`src/sv/bpe_pkg.sv`:
```
// bpe_pkg: shared types and constants for the bezier point evaluator
// no dependencies; imported by the interfaces, the cell and the top level
`default_nettype none

package bpe_pkg;

  localparam int unsigned COORD_W = 16;
  localparam int unsigned T_W     = 17;
  localparam int unsigned CFG_W   = 5;

  typedef logic signed [COORD_W-1:0] coord_t;
  typedef logic        [T_W-1:0]     tparam_t;
  typedef logic        [CFG_W-1:0]   count_t;

  localparam tparam_t T_ONE              = 17'd65536;
  localparam count_t  POINT_COUNT_RESET  = 5'd4;
  localparam logic    MODE_LOAD          = 1'b0;
  localparam logic    MODE_EVAL          = 1'b1;

  typedef struct packed {
    logic    copy;
    logic    step;
    tparam_t t;
  } cell_ctrl_t;

endpackage

`default_nettype wire

```
`src/sv/bpe_cell.sv`:
```
// bpe_cell: one control point slot plus one working point with its interpolator
// depends on bpe_pkg; instantiated in a row by bezier_point_evaluator_core
`default_nettype none

module bpe_cell
  import bpe_pkg::*;
(
  input  wire logic       clk_i,
  input  wire logic       load_en_i,
  input  wire coord_t     load_x_i,
  input  wire coord_t     load_y_i,
  input  wire cell_ctrl_t ctrl_i,
  input  wire coord_t     next_x_i,
  input  wire coord_t     next_y_i,
  output coord_t          work_x_o,
  output coord_t          work_y_o
);

  coord_t ctl_x_q, ctl_y_q;
  coord_t work_x_q, work_x_d;
  coord_t work_y_q, work_y_d;
  coord_t lerp_x, lerp_y;

  function automatic coord_t lerp(coord_t a, coord_t b, tparam_t t);
    logic signed [16:0] diff;
    logic signed [35:0] prod;
    logic signed [35:0] sum;
    logic signed [19:0] q;
    coord_t             res;
    diff = 17'(b) - 17'(a);
    prod = 36'($signed({1'b0, t}) * diff);
    sum  = {{4{a[15]}}, a, 16'd0} + prod + 36'sd32768;
    q    = 20'(sum >>> 16);
    if (q > 20'sd32767) begin
      res = 16'sh7fff;
    end else if (q < -20'sd32768) begin
      res = 16'sh8000;
    end else begin
      res = q[15:0];
    end
    return res;
  endfunction

  assign lerp_x = lerp(work_x_q, next_x_i, ctrl_i.t);
  assign lerp_y = lerp(work_y_q, next_y_i, ctrl_i.t);

  always_ff @(posedge clk_i) begin
    if (load_en_i) begin
      ctl_x_q <= load_x_i;
      ctl_y_q <= load_y_i;
    end
  end

  always_comb begin
    work_x_d = work_x_q;
    work_y_d = work_y_q;
    if (ctrl_i.copy) begin
      work_x_d = ctl_x_q;
      work_y_d = ctl_y_q;
    end else if (ctrl_i.step) begin
      work_x_d = lerp_x;
      work_y_d = lerp_y;
    end
  end

  always_ff @(posedge clk_i) begin
    work_x_q <= work_x_d;
    work_y_q <= work_y_d;
  end

  assign work_x_o = work_x_q;
  assign work_y_o = work_y_q;

endmodule

`default_nettype wire

```
`config.mk`:
```
export PLATFORM = sky130hd
export DESIGN_NAME = bpe_cell
export DESIGN_NICKNAME = d
export VERILOG_FILES = /design/src/sv/bpe_pkg.sv /design/src/sv/bpe_cell.sv
export SDC_FILE = /design/constraint.sdc
export NUM_CORES = 2
export LEC_CHECK = 0
export ABC_AREA = 0
export BUFFER_PORTS_ARGS = -buffer_cell sky130_fd_sc_hd__buf_2
export CAP_MARGIN = 15
export CORE_MARGIN = 2
export CORE_UTILIZATION = 55
export CTS_BUF_LIST = sky130_fd_sc_hd__clkbuf_8
export DETAILED_ROUTE_END_ITERATION = 8
export PLACE_DENSITY_LB_ADDON = 0.3
export SYNTH_ARGS = -nofsm -noshare
export SYNTH_HDL_FRONTEND = slang
export SYNTH_SLANG_ARGS = --single-unit
```
`constraint.sdc`:
```
create_clock -name clk_i -period 14.7 [get_ports clk_i]
set_input_delay 2.205 -clock clk_i [delete_from_list [all_inputs] [get_ports clk_i]]
set_output_delay 2.205 -clock clk_i [all_outputs]
set_load 0.03 [all_outputs]
```
Yosys cells after proc, flatten, opt, wreduce, memory -nomap -nowiden
Cells that the tools add are included.
Storage, ports and cells
  flip-flop bits (word level): 64
  bits in latches: 0
  memory bits (writable): 0
  ROM bits: 0
  output and inout port bits: 32
  logic and storage cells: 25
  memories: 0
Operators by class
  add/sub/neg operators: 6
  $mul: 2
  divide/modulo/power cells: 0
  order comparisons: 4
  equal/unequal tests: 0
  shift operators: 0
  multiplexer cells: 8
  bitwise logic cells: 0
  reduce and logical (&&, ||, !) cells: 1
Operators with widths (number)
  $mux W16: 8
  $add A32 B35 Y36: 2
  $add A36 B16 Y36 const B: 2
  $mul A18 B17 Y35: 2
  $gt A20 B16 Y1 const B: 2
  $lt A20 B16 Y1 const B: 2
  $sub A16 B16 Y17: 2
  $reduce_bool A2 Y1: 1

Depth between registers and ports, before layout
  depth after elaboration: 9
  depth in mapped cells: 37
  gate-level depth less buffers: 35

Worst setup path before layout
No wires, ideal clock.
  path kind: input -> register
  start: input next_x_i[0]
  end: register work_x_q[4], in the netlist work_x_o[4] (data pin)
  setup time: 0.261 ns
  arrival time: 9.996 ns
  required time: 14.439 ns
  slack: 4.443 ns
  cell stages on the path: 37
  buffers on the path: 2
  cell sequence: inv_1 ha_1 fa_1 nor2b_1 o21ai_1 a21boi_0 o21ai_1 a21boi_0 o21ai_1 a21oi_1 nor2_1 xnor2_1 clkbuf_1 nand2_1 fa_1 inv_1 fa_1 inv_1 fa_1 inv_1 fa_1 fa_1 inv_1 fa_1 inv_1 ha_1 a21o_1 a21o_1 a21oi_1 o2bb2ai_1 o211ai_2 a32oi_4 or3_1 o2bb2ai_2 o21ai_4 buf_6 a2bb2oi_1
Between the ends
  longest elaborated chain between the ends: 9
  elaborated cells between the ends (all ways): 10
  those cells by class: add/sub (3); mul (1); order compare (2); mux (4)
Ends and longest elaborated chain
  start: declaration: RTL line bpe_cell.sv:13  | input wire coord_t next_x_i,
  $sub A16 B16 Y17 (*): RTL line bpe_cell.sv:30  | diff = 17'(b) - 17'(a);
  $mul A18 B17 Y35 (*): RTL line bpe_cell.sv:31  | prod = 36'($signed({1'b0, t}) * diff);
  $add A32 B35 Y36 (*): RTL line bpe_cell.sv:32  | sum = {{4{a[15]}}, a, 16'd0} + prod + 36'sd32768;
  $add A36 B16 Y36 (*): RTL line bpe_cell.sv:32
  $lt A20 B16 Y1: RTL line bpe_cell.sv:36  | end else if (q < -20'sd32768) begin
  $mux W16: RTL line bpe_cell.sv:36
  $mux W16 (*): RTL line bpe_cell.sv:34  | if (q > 20'sd32767) begin
  $mux W16 (*): RTL line bpe_cell.sv:60  | end else if (ctrl_i.step) begin
  $mux W16 (*): RTL line bpe_cell.sv:57  | if (ctrl_i.copy) begin
  via work_x_d[4]: RTL line bpe_cell.sv:20  | coord_t work_x_q, work_x_d;
  end signal: assignment: RTL line bpe_cell.sv:67  | work_x_q <= work_x_d;
  end: declaration: RTL line bpe_cell.sv:20
The timed path passes the listed nets; every way through them passes the cells marked *. The select of a mux whose other input is x is not followed.
A chain may end at the register's enable or synchronous reset.

Worst setup path in the final report
Ends and elaborated chain as after synthesis.

==> flow_metrics.env <==
export IMPL_status="completed"
export IMPL_final_common_cell="inv_1"
export IMPL_core_area_um2=46400
export IMPL_max_stage_delay_ps=940
export IMPL_std_cell_rows=79
export IMPL_rsz0062_at_grt="false"
export IMPL_skew_ps=10.0
export IMPL_synth_simple_area_share_pct=16.5
export IMPL_drt_drc_violations_left=0
export IMPL_crit_start="next_x_i[0]"
export IMPL_layout_common_cells="inv_1 (737), fa_1 (490), nand2_1 (391)"
export IMPL_worstSetupPathType="input port to register"
export IMPL_max_freq_mhz=84.7
export IMPL_async_flop_share_pct=0
export IMPL_hold_viol=0
export IMPL_ys_seq_area_share_pct=7.47
export IMPL_r2r_start="work_y_o[1]"
export IMPL_die_area_um2=48500
export IMPL_ant_nets=0
export IMPL_cts_path_max_buffers=2
export IMPL_min_from="ctl_x_q[15]"
export IMPL_gr_total_overflow=0
export IMPL_dr_pass1_iters=6
export IMPL_syn_nets=3836
export IMPL_ios=117
export IMPL_setup_violations=0
export IMPL_slew_headroom_pct=24.0
export IMPL_grtUsageTotal_pct=28.3
export IMPL_synth_cells=2963
export IMPL_r2r_slack_ps=4290
export IMPL_startpoint_type="input port"
export IMPL_port_buffers=116
export IMPL_drive_above_1_share_pct=7.15
export IMPL_viasPerCell=5.66
export IMPL_r2r_end="work_y_o[10]"
export IMPL_cts_hold_buf=0
export IMPL_yosysWarnings=0
export IMPL_worstPathRequired_ps=14940
export IMPL_dr_first_iter_drc_count=1427
export IMPL_hold_path_class="register to register"
export IMPL_antenna_found_initial=3
export IMPL_grt_pass1_vias=21900
export IMPL_fin_util_pct=58.4
export IMPL_dr_total_vias=20400
export IMPL_cpMostUsedCell="fa_1"
export IMPL_fillers=4116
export IMPL_die_h_um=220
export IMPL_path_max_fanout=15
export IMPL_min_to="work_x_o[15]"
export IMPL_synth_top_family_by_area="adder cells"
export IMPL_routed_wl_mm=64.5
export IMPL_min_period_ps=11810
export IMPL_synth_xor_area_share_pct=1.73
export IMPL_synth_compound_area_share_pct=8.73
export IMPL_critPathArrivalTime_ps=12050
export IMPL_grt_pass1_wl_mm=108
export IMPL_tritoncts="yes"
export IMPL_layout_nets=3861
export IMPL_clk_pin_slew_ps=70
export IMPL_hold_depth=2
export IMPL_cp_end_kind="register"
export IMPL_gp_congestion=0.901
export IMPL_cts_buffers=9
export IMPL_cts_setup_buffers=0
export IMPL_final_area_um2=27100
export IMPL_tightest_slew_ps=1140
export IMPL_finalCritPeriodShare_pct=80.3
export IMPL_areaGrowthSynthToFinish_pct=5.22
export IMPL_start_util_pct=55.5
export IMPL_cts_resized=0
export IMPL_hpwl_mm=50.0
export IMPL_setup_tns_ps=0
export IMPL_wl_per_cell_um=17.9
export IMPL_postPlaceCellArea_um2=26800
export IMPL_cts_root_buffer="clkbuf_8"
export IMPL_yosysUniqueCellTypes=75
export IMPL_clk_latency_ps=400
export IMPL_cts_max_level=3
export IMPL_syn_area_um2=25700
export IMPL_clkSinkCount=64
export IMPL_finalMaxSlewViolations=0
export IMPL_dieWidth_um=220
export IMPL_grt_start_max_net_pins=40
export IMPL_synthMuxAreaShare_pct=0
export IMPL_cp_slowest_cell="o311ai_2"
export IMPL_r2r_cells=32
export IMPL_syn_avg_cell_area_um2=8.68
export IMPL_synth_seq_cells=64
export IMPL_synthAdderAreaFrac_pct=52.6
export IMPL_synth_flop_cell="edfxtp_1"
export IMPL_synth_edf_count=64
export IMPL_drv_cap=0
==> routing by layer <==
metal / share of wire [%] / vias up / wire, um / GRT usage [%]
met5: 0.034 / - / 22 / 0
met4: 3.2 / 4 / 2090 / 9.89
met3: 7.8 / 144 / 5030 / 4.23
met2: 49 / 802 / 31900 / 48.1
met1: 39 / 10200 / 25500 / 36.9
li1: - / 9211 / - / -
==> worst max-delay path by stage <==
stage                    to  depth (start not counted)
3_5_place_dp   work_y_o[10]                         33
4_1_cts        work_y_o[10]                         33
2_1_floorplan   work_x_o[4]                         37
5_1_grt         work_y_o[6]                         34
6_report        work_x_o[4]                         34
3_3_place_gp    work_y_o[2]                         33
==> registers in the layout, summed over array words and instances (netlist names) <==
signal    cells
ctl_x_q      16
work_x_o     16
work_y_o     16
ctl_y_q      16
==> cell families after synthesis <==
group           after synthesis
fa+ha+maj                   788
buf+inv                     882
flops                        64
xor+xnor                     49
compound gates              301
simple gates                879
==> worst max-delay path: cells and delay by family <==
kind	cells	cell delay, ps
AOI/OAI and AO/OA	17	5080
adders and majority gates	9	3810
buffers and inverters	6	580
and+or+nand+nor	2	330
==> final cells by class <==
type | count | area (um2) | share of cell area (%)
Antenna cell | 1 | 2.50 | 0.00925
Inverter | 737 | 2770 | 10.2
Timing Repair Buffer | 159 | 900 | 3.32
Tap cell | 607 | 759 | 2.81
Sequential cell | 64 | 1920 | 7.10
Clock buffer | 9 | 124 | 0.458
Multi-Input combinational cell | 2017 | 20500 | 75.8
Clock inverter | 6 | 77.6 | 0.287
==> through the flow <==
stage                     cells  hold slack (ps)  setup slack (ps)
after floorplan            2963              499              4440
after global placement     3581              539              3040
after detailed placement   3582              526              2700
after CTS                  3597              545              3090
after global routing       3600              579              2210
final                      3600              545              2890
==> cell usage after synthesis (21+ instances only) <==
master | instances | area [um2]
a21o_1 | 23 | 173
a21oi_1 | 38 | 190
and2_1 | 122 | 763
clkbuf_1 | 135 | 507
edfxtp_1 | 64 | 1920
fa_1 | 490 | 9810
ha_1 | 298 | 3730
inv_1 | 735 | 2760
nand2_1 | 391 | 1470
nand3_1 | 60 | 300
nor2_1 | 84 | 315
nor2b_1 | 66 | 413
nor3_1 | 38 | 190
nor4_1 | 21 | 131
o211ai_1 | 33 | 248
o21ai_0 | 43 | 215
xnor2_1 | 29 | 254
Power is left out: the tool's default activity adds up to more than one toggle a clock period on the data nets, which glitch-free logic cannot reach.
